## config.mk

```make
export PLATFORM = sky130hd
export DESIGN_NAME = http_body_dechunker_flat
export DESIGN_NICKNAME = d
export VERILOG_FILES = /design/src/hdl/hbd_pkg.sv /design/src/hdl/hbd_if.sv /design/src/hdl/http_body_dechunker.sv /design/src/hdl/hbd_cfg_regs.sv /design/src/hdl/hbd_decode.sv /design/src/flat_wrapper.sv
export VERILOG_INCLUDE_DIRS = /design/src /design/src/hdl
export SDC_FILE = /design/constraint.sdc
export NUM_CORES = 1
export LEC_CHECK = 0
export BUFFER_PORTS_ARGS = -buffer_cell sky130_fd_sc_hd__clkbuf_2
export CAP_MARGIN = 20
export CORE_UTILIZATION = 57
export DETAILED_ROUTE_END_ITERATION = 8
export GPL_TIMING_DRIVEN = 0
export PLACE_DENSITY = 0.78
export REMOVE_ABC_BUFFERS = 1
export SLEW_MARGIN = 40
export SYNTH_ARGS = -nofsm -noshare
export SYNTH_HDL_FRONTEND = slang
export SYNTH_HIERARCHICAL = 1
export SYNTH_SLANG_ARGS = --single-unit
```

## constraint.sdc

```tcl
create_clock -name clk -period 2.9 [get_ports clk]
set_input_delay 0 -clock clk [delete_from_list [all_inputs] [get_ports clk]]
set_output_delay 0 -clock clk [all_outputs]
set_load 0.1 [all_outputs]
```

## src/hdl/http_body_dechunker_macros.svh

```systemverilog
// assertion macros for the http body dechunker
// used by modules that check their own logic; needs clk and arst_n in scope
`ifndef HTTP_BODY_DECHUNKER_MACROS_SVH
`define HTTP_BODY_DECHUNKER_MACROS_SVH

// same-cycle implication
`define HBD_ASSERT_NOW(lbl, ante, cons, msg) \
	lbl: assert property (@(posedge clk) disable iff (!arst_n) (ante) |-> (cons)) \
		else $error(msg);

// next-cycle implication
`define HBD_ASSERT_NEXT(lbl, ante, cons, msg) \
	lbl: assert property (@(posedge clk) disable iff (!arst_n) (ante) |=> (cons)) \
		else $error(msg);

`endif

```

## src/hdl/hbd_pkg.sv

```systemverilog
// shared types, constants and register codes for the http body dechunker
// no dependencies
package hbd_pkg;

	localparam int CHUNK_SIZE_BITS = 24;
	localparam int REM_W           = CHUNK_SIZE_BITS + 1;
	localparam int LEN_W           = 31;
	localparam int MAX_W           = 24;
	localparam int CMP_W           = (CHUNK_SIZE_BITS > MAX_W) ? CHUNK_SIZE_BITS : MAX_W;
	localparam int CFG_DATA_W      = 31;
	localparam int CFG_IDX_W       = 2;
	localparam int PHASE_W         = 3;

	localparam logic [CFG_IDX_W-1:0] REG_CHUNK_MODE      = 2'd0;
	localparam logic [CFG_IDX_W-1:0] REG_EXPECTED_LENGTH = 2'd1;
	localparam logic [CFG_IDX_W-1:0] REG_MAX_CHUNK_SIZE  = 2'd2;

	localparam logic [MAX_W-1:0] MAX_CHUNK_RESET = 24'd1048576;

	localparam logic [PHASE_W-1:0] PH_SIZE     = 3'd0;
	localparam logic [PHASE_W-1:0] PH_SIZE_LF  = 3'd1;
	localparam logic [PHASE_W-1:0] PH_DATA     = 3'd2;
	localparam logic [PHASE_W-1:0] PH_TRAIL_CR = 3'd3;
	localparam logic [PHASE_W-1:0] PH_TRAIL_LF = 3'd4;

	localparam logic [7:0] CR_BYTE = 8'd13;
	localparam logic [7:0] LF_BYTE = 8'd10;
	localparam logic [REM_W-1:0] LINE_END_LEN = REM_W'(2);

	typedef struct packed {
		logic             chunk_mode;
		logic [LEN_W-1:0] expected_length;
		logic [MAX_W-1:0] max_chunk_size;
	} cfg_t;

	typedef struct packed {
		logic [PHASE_W-1:0]         phase;
		logic [CHUNK_SIZE_BITS-1:0] size_accum;
		logic [REM_W-1:0]           chunk_remaining;
		logic [LEN_W-1:0]           received_count;
		logic                       done_flag;
		logic                       error_flag;
	} dec_state_t;

	typedef struct packed {
		logic [7:0] data_byte;
		logic       last_in_buffer;
	} item_t;

	typedef struct packed {
		logic       payload_valid;
		logic [7:0] payload_byte;
		logic       accepted;
		logic       finished;
		logic       parse_error;
		logic       buffer_end;
	} result_t;

endpackage

```

## src/hdl/hbd_if.sv

```systemverilog
// item channels of the http body dechunker: body bytes in, results out
// depends on nothing else
interface hbd_in_if;
	logic       valid;
	logic       ready;
	logic [7:0] data_byte;
	logic       last_in_buffer;

	modport source (output valid, data_byte, last_in_buffer, input ready);
	modport sink (input valid, data_byte, last_in_buffer, output ready);
endinterface

interface hbd_out_if;
	logic       valid;
	logic       ready;
	logic       payload_valid;
	logic [7:0] payload_byte;
	logic       accepted;
	logic       finished;
	logic       parse_error;
	logic       buffer_end;

	modport source (output valid, payload_valid, payload_byte, accepted, finished,
		parse_error, buffer_end, input ready);
	modport sink (input valid, payload_valid, payload_byte, accepted, finished,
		parse_error, buffer_end, output ready);
endinterface

```

## src/hdl/http_body_dechunker.sv

```systemverilog
// top level of the http body dechunker: input register, decode state, result register
// depends on hbd_pkg, hbd_if, hbd_cfg_regs, hbd_decode and the assertion macros
`include "http_body_dechunker_macros.svh"

// Decodes an HTTP message body one byte per item, either as a fixed length
// body or as chunked transfer coding, and gives exactly one result per byte.
// A byte is taken every cycle when the result side keeps up: throughput is one
// item per cycle, with each item held first in the input register and then in
// the result register, and the decode of size digits, line endings and
// counters done between them. body.ready follows result.ready in the same
// cycle through the two registers. The user is to write configuration on the
// wr_ port only while no item is in flight; the block does not enforce it.
module http_body_dechunker (
	input  logic                          clk,
	input  logic                          arst_n,
	hbd_in_if.sink                        body,
	hbd_out_if.source                     result,
	input  logic                          wr_en,
	input  logic [hbd_pkg::CFG_IDX_W-1:0]  wr_index,
	input  logic [hbd_pkg::CFG_DATA_W-1:0] wr_data
);
	import hbd_pkg::*;

	cfg_t       cfg;
	dec_state_t st_q;
	dec_state_t st_next;
	item_t      item_s1;
	logic       valid_s1;
	result_t    res_next;
	result_t    result_q;
	logic       out_valid_q;
	logic       advance;

	hbd_cfg_regs u_cfg (
		.clk      (clk),
		.arst_n   (arst_n),
		.wr_en    (wr_en),
		.wr_index (wr_index),
		.wr_data  (wr_data),
		.cfg      (cfg)
	);

	hbd_decode u_decode (
		.cfg  (cfg),
		.cur  (st_q),
		.item (item_s1),
		.nxt  (st_next),
		.res  (res_next)
	);

	assign advance    = valid_s1 && (!out_valid_q || result.ready);
	assign body.ready = !valid_s1 || advance;

	always_ff @(posedge clk or negedge arst_n) begin
		if (!arst_n) begin
			valid_s1 <= 1'b0;
		end else if (body.ready) begin
			valid_s1 <= body.valid;
		end
	end

	always_ff @(posedge clk) begin
		if (body.ready && body.valid) begin
			item_s1.data_byte      <= body.data_byte;
			item_s1.last_in_buffer <= body.last_in_buffer;
		end
	end

	always_ff @(posedge clk or negedge arst_n) begin
		if (!arst_n) begin
			st_q.phase           <= PH_SIZE;
			st_q.size_accum      <= '0;
			st_q.chunk_remaining <= '0;
			st_q.received_count  <= '0;
			st_q.done_flag       <= 1'b0;
			st_q.error_flag      <= 1'b0;
		end else if (advance) begin
			st_q <= st_next;
		end
	end

	always_ff @(posedge clk or negedge arst_n) begin
		if (!arst_n) begin
			out_valid_q <= 1'b0;
		end else if (advance) begin
			out_valid_q <= 1'b1;
		end else if (result.ready) begin
			out_valid_q <= 1'b0;
		end
	end

	always_ff @(posedge clk) begin
		if (advance) begin
			result_q <= res_next;
		end
	end

	assign result.valid         = out_valid_q;
	assign result.payload_valid = result_q.payload_valid;
	assign result.payload_byte  = result_q.payload_byte;
	assign result.accepted      = result_q.accepted;
	assign result.finished      = result_q.finished;
	assign result.parse_error   = result_q.parse_error;
	assign result.buffer_end    = result_q.buffer_end;

	`HBD_ASSERT_NEXT(a_error_sticky, st_q.error_flag, st_q.error_flag, "error flag dropped")
	`HBD_ASSERT_NOW(a_done_excl_error, st_q.done_flag, !st_q.error_flag, "done and error both set")
	`HBD_ASSERT_NOW(a_payload_consumed, out_valid_q && result_q.payload_valid,
		result_q.accepted, "payload item not consumed")
	`HBD_ASSERT_NEXT(a_stall_holds_s1, valid_s1 && out_valid_q && !result.ready, valid_s1,
		"item lost from input register during stall")

endmodule

```

## src/hdl/hbd_cfg_regs.sv

```systemverilog
// configuration registers of the http body dechunker
// depends on hbd_pkg
module hbd_cfg_regs (
	input  logic                          clk,
	input  logic                          arst_n,
	input  logic                          wr_en,
	input  logic [hbd_pkg::CFG_IDX_W-1:0]  wr_index,
	input  logic [hbd_pkg::CFG_DATA_W-1:0] wr_data,
	output hbd_pkg::cfg_t                 cfg
);
	import hbd_pkg::*;

	cfg_t cfg_q;

	always_ff @(posedge clk or negedge arst_n) begin
		if (!arst_n) begin
			cfg_q.chunk_mode      <= 1'b0;
			cfg_q.expected_length <= '0;
			cfg_q.max_chunk_size  <= MAX_CHUNK_RESET;
		end else if (wr_en) begin
			case (wr_index)
				REG_CHUNK_MODE: begin
					cfg_q.chunk_mode <= wr_data[0];
				end
				REG_EXPECTED_LENGTH: begin
					cfg_q.expected_length <= wr_data[LEN_W-1:0];
				end
				REG_MAX_CHUNK_SIZE: begin
					cfg_q.max_chunk_size <= wr_data[MAX_W-1:0];
				end
				default: begin
				end
			endcase
		end
	end

	assign cfg = cfg_q;

endmodule

```

## src/hdl/hbd_decode.sv

```systemverilog
// next-state and result logic for one body byte
// depends on hbd_pkg
module hbd_decode (
	input  hbd_pkg::cfg_t       cfg,
	input  hbd_pkg::dec_state_t cur,
	input  hbd_pkg::item_t      item,
	output hbd_pkg::dec_state_t nxt,
	output hbd_pkg::result_t    res
);
	import hbd_pkg::*;

	logic                       is_dec;
	logic                       is_lhex;
	logic                       is_uhex;
	logic [3:0]                 digit;
	logic                       is_hex;
	logic                       oversize;
	logic                       sat;
	logic [CHUNK_SIZE_BITS-1:0] accum_next;
	logic [LEN_W-1:0]           count_inc;
	logic [REM_W-1:0]           rem_dec;
	logic [7:0]                 b;

	assign b       = item.data_byte;
	assign is_dec  = (b >= 8'd48) && (b <= 8'd57);
	assign is_lhex = (b >= 8'd97) && (b <= 8'd102);
	assign is_uhex = (b >= 8'd65) && (b <= 8'd70);
	assign is_hex  = is_dec || is_lhex || is_uhex;

	always_comb begin
		if (is_dec) begin
			digit = 4'(b - 8'd48);
		end else if (is_lhex) begin
			digit = 4'(b - 8'd87);
		end else begin
			digit = 4'(b - 8'd55);
		end
	end

	assign oversize   = CMP_W'(cur.size_accum) >= CMP_W'(cfg.max_chunk_size);
	assign sat        = |cur.size_accum[CHUNK_SIZE_BITS-1 -: 4];
	assign accum_next = sat ? '1 : {cur.size_accum[CHUNK_SIZE_BITS-5:0], digit};
	assign count_inc  = cur.received_count + LEN_W'(1);
	assign rem_dec    = (cur.chunk_remaining != '0) ? cur.chunk_remaining - REM_W'(1)
		: cur.chunk_remaining;

	always_comb begin
		nxt = cur;
		res.payload_valid = 1'b0;
		res.accepted      = 1'b0;
		if (!cur.done_flag && !cur.error_flag) begin
			if (!cfg.chunk_mode) begin
				if (cur.received_count < cfg.expected_length) begin
					res.payload_valid  = 1'b1;
					res.accepted       = 1'b1;
					nxt.received_count = count_inc;
					if (count_inc == cfg.expected_length) begin
						nxt.done_flag = 1'b1;
					end
				end else begin
					nxt.done_flag = 1'b1;
				end
			end else begin
				case (cur.phase)
					PH_SIZE: begin
						if (oversize) begin
							nxt.error_flag = 1'b1;
						end else if (b == CR_BYTE) begin
							res.accepted = 1'b1;
							nxt.phase    = PH_SIZE_LF;
						end else if (!is_hex) begin
							nxt.error_flag = 1'b1;
						end else begin
							nxt.size_accum = accum_next;
							res.accepted   = 1'b1;
						end
					end
					PH_SIZE_LF: begin
						if (b != LF_BYTE) begin
							nxt.error_flag = 1'b1;
						end else begin
							res.accepted = 1'b1;
							if (cur.size_accum == '0) begin
								nxt.phase = PH_TRAIL_CR;
							end else begin
								nxt.chunk_remaining = REM_W'(cur.size_accum) + LINE_END_LEN;
								nxt.size_accum      = '0;
								nxt.phase           = PH_DATA;
							end
						end
					end
					PH_DATA: begin
						res.accepted        = 1'b1;
						res.payload_valid   = cur.chunk_remaining > LINE_END_LEN;
						nxt.chunk_remaining = rem_dec;
						if (rem_dec == '0) begin
							nxt.phase = PH_SIZE;
						end
					end
					PH_TRAIL_CR: begin
						if (b != CR_BYTE) begin
							nxt.error_flag = 1'b1;
						end else begin
							res.accepted = 1'b1;
							nxt.phase    = PH_TRAIL_LF;
						end
					end
					PH_TRAIL_LF: begin
						if (b != LF_BYTE) begin
							nxt.error_flag = 1'b1;
						end else begin
							res.accepted  = 1'b1;
							nxt.done_flag = 1'b1;
						end
					end
					default: begin
						nxt.error_flag = 1'b1;
					end
				endcase
			end
		end
		res.payload_byte = res.payload_valid ? b : 8'd0;
		res.finished     = nxt.done_flag;
		res.parse_error  = nxt.error_flag;
		res.buffer_end   = item.last_in_buffer;
	end

endmodule
```

## src/flat_wrapper.sv

```systemverilog
// flat-port wrapper written by rule: the top's interface ports become plain ports
module http_body_dechunker_flat import hbd_pkg::*;
  (clk, arst_n, wr_en, wr_index, wr_data, body_valid, body_data_byte, body_last_in_buffer, body_ready, result_valid, result_payload_valid, result_payload_byte, result_accepted, result_finished, result_parse_error, result_buffer_end, result_ready);
  hbd_in_if body_i ();
  hbd_out_if result_i ();
  input  logic clk;
  input  logic arst_n;
  input  logic wr_en;
  input  logic [hbd_pkg::CFG_IDX_W-1:0] wr_index;
  input  logic [hbd_pkg::CFG_DATA_W-1:0] wr_data;
  input wire logic [$bits(body_i.valid)-1:0] body_valid;
  input wire logic [$bits(body_i.data_byte)-1:0] body_data_byte;
  input wire logic [$bits(body_i.last_in_buffer)-1:0] body_last_in_buffer;
  output wire logic [$bits(body_i.ready)-1:0] body_ready;
  output wire logic [$bits(result_i.valid)-1:0] result_valid;
  output wire logic [$bits(result_i.payload_valid)-1:0] result_payload_valid;
  output wire logic [$bits(result_i.payload_byte)-1:0] result_payload_byte;
  output wire logic [$bits(result_i.accepted)-1:0] result_accepted;
  output wire logic [$bits(result_i.finished)-1:0] result_finished;
  output wire logic [$bits(result_i.parse_error)-1:0] result_parse_error;
  output wire logic [$bits(result_i.buffer_end)-1:0] result_buffer_end;
  input wire logic [$bits(result_i.ready)-1:0] result_ready;
  assign body_i.valid = body_valid;
  assign body_i.data_byte = body_data_byte;
  assign body_i.last_in_buffer = body_last_in_buffer;
  assign body_ready = body_i.ready;
  assign result_valid = result_i.valid;
  assign result_payload_valid = result_i.payload_valid;
  assign result_payload_byte = result_i.payload_byte;
  assign result_accepted = result_i.accepted;
  assign result_finished = result_i.finished;
  assign result_parse_error = result_i.parse_error;
  assign result_buffer_end = result_i.buffer_end;
  assign result_i.ready = result_ready;
  http_body_dechunker u_core (.clk(clk), .arst_n(arst_n), .body(body_i), .result(result_i), .wr_en(wr_en), .wr_index(wr_index), .wr_data(wr_data));
endmodule
```

==> results of run 1 <==
## repair_timing
item,in CTS,in global routing
pin swaps,12,30
hold buffers,47,0
gates resized for setup,79,83
gates cloned,1,4
setup endpoints to repair,89,77
endpoints found under the hold margin,145,0
buffers inserted,42,47
## placed cells by master (no fill, tap or decap), types with 13 or more instances in the layout
cell and instances:
dfrtp_2 35, nand4_1 39, xnor2_1 38, nor2_1 79, mux2_2 75, a21oi_1 40
and3_1 13, xor2_1 56, nor3_1 31, ha_1 57, dfrtp_1 107, buf_4 85
nand3_1 33, o21ai_0 37, nand2_1 83, mux2_4 69, edfxtp_1 22, clkbuf_2 61
mux2i_1 32, clkbuf_16 19, dlygate4sd3_1 47, nor3_2 13, inv_1 69, a21o_1 15
## cell usage after synthesis (43+ instances only)
master and n:
inv_1 73, mux2_2 83, ha_1 64, nand2_1 86, nor3_1 48, dfrtp_1 142
mux2_4 61, a21oi_1 43, xor2_1 56, o21ai_0 43, nor2_1 82
## sequential cells by signal (all words and copies together) (netlist names)
name,cells
u_core/st_q,85
u_core/result.payload_valid,1
u_core/result.finished,1
u_core/result.payload_byte,8
u_core/valid_s1,1
u_core/result.parse_error,1
u_core/result.buffer_end,1
u_core/result.valid,1
u_core/u_cfg/cfg,56
u_core/item_s1,9
u_core/result.accepted,1
## how the worst max path moves through the flow
stage | cells past startpoint | from | slack [ns] | endpoint
floorplan | 9 | u_core/st_q[24] | -1.31 | u_core/st_q[3]
global placement | 9 | u_core/st_q[24] | -3.40 | u_core/st_q[3]
detailed placement | 8 | u_core/st_q[78] | -0.83 | u_core/st_q[57]
CTS | 8 | u_core/st_q[3] | 0.008 | u_core/st_q[1]
global route | 11 | u_core/u_cfg/cfg[38] | -0.34 | u_core/st_q[1]
finish | 11 | u_core/u_cfg/cfg[38] | -0.27 | u_core/st_q[1]
## power groups by stage
stage | clock (uW) | sequential, uW | combinational, uW
finish | 2280 | 2970 | 2250
global route | 2380 | 2980 | 2350
CTS | 2280 | 2930 | 1930
detailed placement | 0 | 2980 | 1650
global placement | 0 | 2960 | 1590
floorplan | 0 | 3030 | 1090
## metal layers
| metal | vias up | global-route usage | part of all wire |
|---|---|---|---|
| met1 | 5496 | 0.398 | 0.38 |
| met2 | 710 | 0.551 | 0.48 |
| met4 | 0 | 0.148 | 0.071 |
| li1 | 4870 | - | - |
| met3 | 233 | 0.0512 | 0.073 |
| met5 | - | 0 | 0 |
## stage by stage
| step | utilization | hold slack (ns) | area (sq um) | power [uW] | TNS, ns |
|---|---|---|---|---|---|
| floorplan | - | -0.296 | 11800 | 4120 | -72.88 |
| global placement | 0.595 | 0.178 | 12500 | 4550 | -286.91 |
| detailed placement | 0.604 | -0.134 | 12700 | 4620 | -42.46 |
| CTS | 0.684 | 0.152 | 14300 | 7130 | 0 |
| global route | 0.723 | 0.158 | 15100 | 7720 | -5.78 |
| finish | 0.723 | 0.138 | 15100 | 7490 | -5.42 |
## worst max-delay path: cells and delay by family, from the launching register on
family | cells | cell delay (ns)
buffers and inverters | 2 | 0.24
flip-flops | 1 | 0.49
AO/OA/AOI/OAI | 5 | 1.37
multiplexers | 1 | 0.24
adder cells (fa/ha/maj) | 1 | 0.31
AND/OR/NAND/NOR | 2 | 0.46
## cells by family (layout without fill, tap and decap cells)
family          count (synthesis)  in the layout
simple gates                  416            419
buf+inv                       140            312
flops                         165            165
compound gates                188            188
fa+ha+maj                      64             64
mux                           176            176
xor+xnor                       94             94
other cells                     0              1
## area by class of cell
| type | instances | area share |
|---|---|---|
| flip-flops and latches | 165 | 0.283 |
| clock buffers | 17 | 0.0281 |
| inverters | 73 | 0.0181 |
| clock inverters | 15 | 0.0106 |
| well taps | 275 | 0.0227 |
| diodes | 1 | 0.000165 |
| multi-input cells | 941 | 0.528 |
| repair buffers | 207 | 0.110 |
==> flow_metrics.py, run 1 <==
metrics = {
    "pwr": {
        "p_comb_frac": 0.300,
        "vdd_drop_max_uv": 358,
        "p_clk_frac": 0.305,
        "p_per_area_nw_per_um2": 495,
        "p_leak_uw": 0.00694,
        "intPower_uw": 4730,
        "pwr-share-seq": 0.396,
        "swShare": 0.369,
        "p_switching_uw": 2770,
    },
    "yosys": {
        "yosys_warnings": 6,
        "synth-simple-area-share": 0.183,
        "synth_compound_area_frac": 0.104,
        "ys_seq_area_frac": 0.348,
        "avgSynthCellArea_sq_um": 9.80,
        "synth_area_leader_cell": "dfrtp_1",
        "yosysUniqueCellTypes": 84,
        "synth_top_area_frac": 0.292,
        "ys.flop_type": "dfrtp_1",
        "ys_ff_latch": 165,
        "synth_fa_ha_area_frac": 0.0657,
        "netlist_top_cells_area": "dfrtp_1 29%, mux2_2 7.7%, mux2_4 7.5%, ha_1 6.6%, edfxtp_1 5.4%",
        "muxShareOfSynthArea": 0.178,
        "synth_enable_flop_cells": 22,
        "synthCells": 1243,
        "synthXorXnorAreaFrac": 0.0676,
        "synth_top_family_by_area": "simple AND/OR/NAND/NOR gates",
        "synth_area_sq_um": 12200,
        "async_flop_share": 0.867,
    },
    "worst_setup_path": {
        "cpPeakStageDelay_ns": 0.60,
        "rr_worst_depth": 11,
        "cp-start-kind": "register",
        "r2r_slack_ns": -0.27,
        "worstSetupEndpointType": "register",
        "worstPathRequired_ns": 3.29,
        "cp_cell_sequence": "inv_1, ha_1, nand2_1, nor4_2, o21ai_1, a21o_1, buf_4, a2111oi_0, o21bai_1, o311ai_2, mux2_2",
        "cp_slowest_cell": "a2111oi_0",
        "critPathMaxFanout": 3,
        "arrival_ns": 3.56,
        "rr_startpoint": "u_core/u_cfg/cfg[38]",
        "reg2reg_to": "u_core/st_q[1]",
        "setup.worst_path.class": "register to register",
    },
    "timing": {
        "worst_pin_slew_ns": 0.698,
        "maxSlewViolCount": 0,
        "finalSetupViolCount": 44,
        "fin_ws_ns": -0.274,
        "final_hold_viol_count": 0,
        "finalClockSkew_ns": 0.0122,
        "finalCritPeriodShare": 1.09,
        "rsz0062_at_grt": "true",
        "fin_crit_ns": 3.17,
        "max-slew-margin-rel": 0.530,
        "fmax_mhz": 315,
    },
    "clock_network": {
        "cts_htree_levels": 4,
        "cts_root_buf": "clkbuf_16",
        "clock_path_buffers": 2,
        "cts_tree": "done",
        "clkTransAtPathRegs_ns": 0.08,
        "insertion_delay_ns": 0.45,
        "numCtsBuffers": 17,
        "numClockSinks": 165,
    },
    "drt": {
        "drt-wirelength-per-cell_um": 23.0,
        "initialDrtViolationCount": 1112,
        "dr_total_vias": 11300,
        "viasPerCell": 6.68,
        "ant_nets": 0,
        "routed_wl_um": 38900,
        "drcViolationCount": 0,
        "drt-pass1-iter-count": 6,
    },
    "cells_and_area": {
        "multiInputGateArea_sq_um": 7990,
        "fillers": 1410,
        "drive_gt1_frac": 0.336,
        "final-seq-area_sq_um": 4280,
        "fin_nets": 1516,
        "syn_to_final_growth_pct": 24.4,
        "fin_cells": 1694,
    },
    "global_route": {
        "grt_pass1_vias": 10300,
        "grt_pass1_wl_um": 55100,
        "overflow": 0,
        "antenna_found_initial": 0,
        "grt_start_max_net_pins": 66,
        "grt_use_total": 0.322,
    },
    "die": {
        "core_region_area_sq_um": 21000,
        "die_h_um": 148,
        "die-area_sq_um": 22000,
        "boundaryPins": 62,
        "die_width_um": 148,
        "num_rows": 53,
        "start_util": 0.581,
    },
    "hold_path": {
        "hp-class": "input pin to async pin",
    },
    "placement": {
        "place_ws_ns": -0.828,
        "placed_cells": 1520,
        "placement.io_buffers": 61,
        "place_congestion": 0.965,
        "dpl.hpwl_um": 21700,
    },
    "run_status": {
        "status": "finished, violations left",
        "violations": "setup timing",
    },
    "flow_run": {
        "maxCapViolations": 0,
    },
}
No activity file was read; power rests on OpenSTA's default activity.
==> run 2, diff against run 1 <==
--- a/config.mk
+++ b/config.mk
@@ -11,6 +11,7 @@
 export CORE_UTILIZATION = 57
 export DETAILED_ROUTE_END_ITERATION = 8
 export GPL_TIMING_DRIVEN = 0
+export MAX_ROUTING_LAYER = met4
 export PLACE_DENSITY = 0.78
 export REMOVE_ABC_BUFFERS = 1
 export SLEW_MARGIN = 40
==> run 2 against run 1 <==
Effect of this change:
- highest routed layer unchanged
- largest power group unchanged
- sequential share of layout area rose by 0.15 points
- the run still ends with setup timing left
- via count shrank 1.9%
- sequential power is essentially flat
- flip-flop and latch count did not move
- power decreased by 0.59%
- critical path depth grew 2
==> flow_metrics.py, run 2 (synthesis results as in run 1) <==
metrics = {
    "run_status": {
        "status": "finished, violations left",
        "violations": "setup timing",
    },
    "cells_and_area": {
        "drive_gt1_frac": 0.327,
        "mostFrequentLayoutCell": "dfrtp_1",
        "syn_to_final_growth_pct": 23.6,
        "final_area_sq_um": 15100,
        "fillers": 1429,
        "fin_nets": 1503,
        "final-seq-area_sq_um": 4280,
        "final_cell_mix": "110 x dfrtp_1, 83 x mux2_2, 83 x nand2_1, 79 x nor2_1, 74 x buf_4",
        "top_register": "u_core/st_q",
        "largest_reg_flops": 85,
        "multiInputGateArea_sq_um": 8000,
    },
    "global_route": {
        "grt_pass1_vias": 10200,
        "antenna_found_initial": 2,
        "overflow": 0,
        "grt_start_max_net_pins": 70,
        "grt_pass1_wl_um": 54700,
        "grt_use_total": 0.329,
    },
    "die": {
        "boundaryPins": 62,
        "die_h_um": 148,
        "die_width_um": 148,
        "core_region_area_sq_um": 21000,
        "start_util": 0.581,
        "die-area_sq_um": 22000,
        "num_rows": 53,
    },
    "drt": {
        "viasPerCell": 6.60,
        "dr_total_vias": 11100,
        "routed_wl_um": 38300,
        "ant_nets": 0,
        "initialDrtViolationCount": 1071,
        "drt-wirelength-per-cell_um": 22.8,
        "drcViolationCount": 0,
        "drt-pass1-iter-count": 6,
    },
    "hold_path": {
        "holdPathEnd": "u_core/u_cfg/cfg[55]",
        "hp-class": "input pin to register",
        "hold_path_depth": 3,
        "min-delay-start": "wr_en",
    },
    "timing": {
        "finalClockSkew_ns": 0.0150,
        "maxSlewViolCount": 0,
        "finalCritPeriodShare": 1.09,
        "fin_ws_ns": -0.256,
        "fmax_mhz": 317,
        "worst_pin_slew_ns": 0.684,
        "final_hold_viol_count": 0,
        "fin_crit_ns": 3.16,
        "rsz0062_at_grt": "true",
        "finalSetupViolCount": 37,
        "max-slew-margin-rel": 0.540,
    },
    "clock_network": {
        "clkTransAtPathRegs_ns": 0.08,
        "cts_tree": "done",
        "cts_root_buf": "clkbuf_16",
        "cts_htree_levels": 4,
        "clock_path_buffers": 2,
        "numClockSinks": 165,
        "insertion_delay_ns": 0.44,
        "numCtsBuffers": 17,
    },
    "pwr": {
        "p_total_uw": 7450,
        "vdd_drop_max_uv": 367,
        "pwr-share-seq": 0.396,
        "p_switching_uw": 2730,
        "p_per_area_nw_per_um2": 495,
        "p_clk_frac": 0.307,
        "p_comb_frac": 0.298,
        "intPower_uw": 4730,
        "swShare": 0.366,
        "p_leak_uw": 0.00687,
    },
    "worst_setup_path": {
        "worstPathRequired_ns": 3.22,
        "critPathMaxFanout": 9,
        "r2r_slack_ns": -0.26,
        "worstSetupEndpointType": "register",
        "reg2reg_to": "u_core/st_q[7]",
        "rr_startpoint": "u_core/u_cfg/cfg[43]",
        "cp-start-kind": "register",
        "arrival_ns": 3.47,
        "rr_worst_depth": 13,
        "setup.worst_path.class": "register to register",
    },
    "placement": {
        "dpl.hpwl_um": 21800,
        "placement.io_buffers": 61,
        "place_congestion": 0.997,
        "place_area_sq_um": 12700,
    },
    "flow_run": {
        "maxCapViolations": 0,
    },
}
-- run 2: cell count changes in the layout (fill, tap and decap cells not counted), sizes merged --
cell / change
clkinv: +2
clkbuf: -2
diode: +1
or4: -1
inv: -1
buf: -10
clkinvlp: -1
-- run 2: what timing repair did --
item,4_1_cts,5_1_grt
hold endpoints to repair,209,0
gates cloned,1,2
hold buffers,47,0
pin swaps,13,28
setup endpoints to repair,90,60
resized for setup,82,69
setup buffers,42,36
-- run 2: critical path, cell delays in order (launching register included) --
cell	delay, ns
dfrtp_1	0.44
inv_1	0.13
ha_4	0.30
nand4_1	0.18
nor4_4	0.36
o21ai_1	0.13
a21o_1	0.26
a211oi_4	0.31
buf_6	0.16
buf_12	0.14
buf_8	0.12
nor3_1	0.06
xor2_1	0.15
mux2_2	0.28
-- run 2: metrics by stage --
stage,std cells,hold WS [ns],utilization,TNS (ns),worst slack [ns]
floorplan,1176,-0.296,-,-72.88,-1.31
global placement,1512,0.178,0.595,-287.97,-3.41
detailed placement,1520,-0.122,0.604,-43.60,-0.845
CTS,1642,0.0848,0.684,0,0.00293
global route,1682,0.127,0.719,-9.49,-0.326
finish,1682,0.120,0.719,-6.70,-0.256
-- run 2: how the worst max path moves through the flow --
stage                               from         endpoint  slack [ns]  depth (start not counted)
CTS                      u_core/st_q[13]   u_core/st_q[1]       0.003                          8
finish              u_core/u_cfg/cfg[43]   u_core/st_q[7]       -0.26                         13
detailed placement       u_core/st_q[78]  u_core/st_q[57]       -0.84                          8
global route        u_core/u_cfg/cfg[43]   u_core/st_q[7]       -0.33                         13
floorplan                u_core/st_q[24]   u_core/st_q[3]       -1.31                          9
global placement         u_core/st_q[24]   u_core/st_q[3]       -3.41                          9
-- run 2: power by group through the flow --
stage / Sequential (uW) / Combinational (uW) / Clock [uW]
3_3_place_gp: 2960 / 1590 / 0
2_1_floorplan: 3030 / 1090 / 0
6_report: 2950 / 2220 / 2290
3_5_place_dp: 2980 / 1650 / 0
4_1_cts: 2930 / 1940 / 2280
5_1_grt: 2970 / 2340 / 2380
-- run 2: final cells by class --
cell class	instances	area share
Antenna cell	2	0.000332
Inverter	73	0.0182
Sequential cell	165	0.284
Clock inverter	15	0.0108
Multi-Input combinational cell	940	0.531
Timing Repair Buffer	195	0.104
Clock buffer	17	0.0283
Tap cell	275	0.0229
-- run 2: layer usage --
metal / wire [um] / up-vias / GRT usage
met5: 0 / - / -
met1: 14500 / 5421 / 0.400
met2: 18600 / 656 / 0.544
met3: 2780 / 193 / 0.0414
li1: - / 4828 / -
met4: 2410 / 0 / 0.156
==> run 3, diff against run 2 <==
--- a/config.mk
+++ b/config.mk
@@ -8,12 +8,14 @@
 export LEC_CHECK = 0
 export BUFFER_PORTS_ARGS = -buffer_cell sky130_fd_sc_hd__clkbuf_2
 export CAP_MARGIN = 20
+export CORE_ASPECT_RATIO = 0.6
 export CORE_UTILIZATION = 57
 export DETAILED_ROUTE_END_ITERATION = 8
 export GPL_TIMING_DRIVEN = 0
 export MAX_ROUTING_LAYER = met4
 export PLACE_DENSITY = 0.78
 export REMOVE_ABC_BUFFERS = 1
+export SKIP_LAST_GASP = 1
 export SLEW_MARGIN = 40
 export SYNTH_ARGS = -nofsm -noshare
 export SYNTH_HDL_FRONTEND = slang
==> run 3 against run 2 <==
Effect of this change:
- the run still ends with setup timing left
- largest power group unchanged
- flip-flop and latch count is the same
- sequential power hardly changed
- power is 0.75% higher
==> flow_metrics.py, run 3 (synthesis results as in run 1) <==
metrics = {
    "drt": {
        "routed_wl_um": 38900,
        "drcViolationCount": 0,
        "initialDrtViolationCount": 1353,
        "drt-wirelength-per-cell_um": 23.0,
        "ant_nets": 0,
        "dr_total_vias": 11000,
        "drt-pass1-iter-count": 6,
        "viasPerCell": 6.53,
    },
    "clock_network": {
        "cts_htree_levels": 4,
        "numCtsBuffers": 17,
        "insertion_delay_ns": 0.44,
        "cts_tree": "done",
        "cts_root_buf": "clkbuf_16",
        "clock_path_buffers": 2,
        "numClockSinks": 165,
        "clkTransAtPathRegs_ns": 0.07,
    },
    "worst_setup_path": {
        "worstPathRequired_ns": 3.22,
        "arrival_ns": 3.42,
        "setup.worst_path.class": "register to register",
        "cp-start-kind": "register",
        "critPathMaxFanout": 12,
        "worstSetupEndpointType": "register",
        "cpPeakStageDelay_ns": 0.46,
        "cp_slowest_cell": "dfrtp_2",
        "rr_worst_depth": 12,
        "cp_cell_sequence": "ha_1, nand4_1, nor4_2, o21ai_1, a21o_1, a211oi_4, buf_6, buf_12, buf_4, nor4_4, xor2_1, mux2_2",
    },
    "cells_and_area": {
        "final_cell_mix": "105 x dfrtp_1, 84 x nand2_1, 82 x mux2_2, 82 x buf_4, 79 x nor2_1",
        "drive_gt1_frac": 0.334,
        "mostFrequentLayoutCell": "dfrtp_1",
        "fin_nets": 1513,
        "top_register": "u_core/st_q",
        "fin_cells": 1688,
        "fillers": 1328,
        "syn_to_final_growth_pct": 23.8,
        "largest_reg_flops": 85,
        "antenna_cells": 0,
    },
    "pwr": {
        "vdd_drop_max_uv": 577,
        "p_leak_uw": 0.00688,
        "p_per_area_nw_per_um2": 498,
        "p_switching_uw": 2620,
        "p_comb_frac": 0.299,
        "pwr-share-seq": 0.390,
        "intPower_uw": 4890,
        "p_clk_frac": 0.312,
        "swShare": 0.348,
        "p_total_uw": 7510,
    },
    "global_route": {
        "use_met2": 0.474,
        "grt_use_total": 0.351,
        "grt_start_max_net_pins": 69,
        "antenna_found_initial": 0,
        "grt_pass1_wl_um": 56800,
        "grt.busiest_layer": "met1",
        "overflow": 0,
        "grt_pass1_vias": 10300,
        "gr-usage-met1": 0.521,
        "use_met3": 0.0855,
    },
    "timing": {
        "max-slew-margin-rel": 0.536,
        "finalCritPeriodShare": 1.07,
        "finalClockSkew_ns": 0.0114,
        "fin_crit_ns": 3.10,
        "worst_pin_slew_ns": 0.695,
        "finalSetupViolCount": 43,
        "fin_ws_ns": -0.196,
        "maxSlewViolCount": 0,
        "fmax_mhz": 323,
        "rsz0062_at_grt": "true",
        "final_hold_viol_count": 0,
    },
    "placement": {
        "placed_cells": 1517,
        "placement.io_buffers": 61,
        "place_ws_ns": -0.939,
        "place_congestion": 0.949,
        "dpl.hpwl_um": 23600,
    },
    "run_status": {
        "violations": "setup timing",
        "status": "finished, violations left",
    },
    "hold_path": {
        "hp-class": "input pin to async pin",
    },
    "die": {
        "die-area_sq_um": 22000,
        "core_region_area_sq_um": 20500,
        "die_h_um": 115,
        "die_width_um": 191,
        "start_util": 0.595,
        "num_rows": 40,
        "boundaryPins": 62,
    },
    "flow_run": {
        "maxCapViolations": 0,
    },
}
-- run 3: cell count changes in the layout (fill, tap and decap cells not counted), moves of 3 or more --
cell,change
ha_4,-3
inv_6,+4
dfrtp_2,+5
nor4_2,+4
clkinv_8,-4
dfrtp_1,-5
buf_4,+8
nor4_4,-5
ha_1,+3
-- run 3: worst max-delay path: cells and delay by family, from the launching register on --
kind | cells | cell delay [ns]
simple gates | 3 | 0.69
mux | 1 | 0.26
buf+inv | 3 | 0.43
fa+ha+maj | 1 | 0.33
xor+xnor | 1 | 0.13
compound gates | 3 | 0.68
flops | 1 | 0.46
-- run 3: repair_timing --
item | CTS | global route
hold buffers | 47 | 0
setup endpoints to repair | 95 | 86
pin swaps | 11 | 19
endpoints found under the hold margin | 142 | 0
resized for setup | 94 | 64
buffers inserted | 46 | 44
cloned | 1 | 2
-- run 3: layout make-up --
cell class                      count  area (sq um)  area share
Sequential cell                   165          4290       0.284
Tap cell                          273           342      0.0227
Multi-Input combinational cell    940          7940       0.526
Inverter                           73           277      0.0183
Timing Repair Buffer              205          1650       0.109
Clock inverter                     14           163      0.0108
Clock buffer                       18           429      0.0285
-- run 3: power by group through the flow --
stage | logic [uW] | registers, uW | clock network (uW)
floorplan | 1090 | 3030 | 0
global placement | 1610 | 2960 | 0
detailed placement | 1680 | 2970 | 0
CTS | 2050 | 2910 | 2360
global route | 2380 | 2950 | 2460
finish | 2240 | 2930 | 2340
-- run 3: worst paths after layout --
| path | slack, ns | from | endpoint |
|---|---|---|---|
| setup / recovery | -0.20 | u_core/st_q[23] | u_core/st_q[10] |
| hold / removal | 0.11 | arst_n | u_core/u_cfg/cfg[20] |
| setup reg to reg | -0.20 | u_core/st_q[23] | u_core/st_q[10] |
| hold reg to reg | 0.44 | u_core/item_s1[0] | u_core/result.buffer_end |
| max in group asynchronous | 2.08 | arst_n | u_core/st_q[35] |
| min in group clk | 0.11 | wr_en | u_core/u_cfg/cfg[55] |
-- run 3: through the flow --
stage	hold WS, ns	utilization	TNS (ns)	cell area, sq um
2_1_floorplan	-0.296	-	-72.88	11800
3_3_place_gp	0.176	0.609	-294.71	12500
3_5_place_dp	-0.109	0.617	-57.71	12600
4_1_cts	0.0869	0.705	-0.00594	14400
5_1_grt	0.106	0.737	-6.74	15100
6_report	0.107	0.737	-5.37	15100
-- run 3: per-layer routing --
metal  share of wire  vias up  routed length (um)
met1            0.44     5307               16900
li1                -     4838                   -
met2            0.41      767               16000
met3            0.13      111                5110
met5               0        -                   0
met4           0.022        0                 869
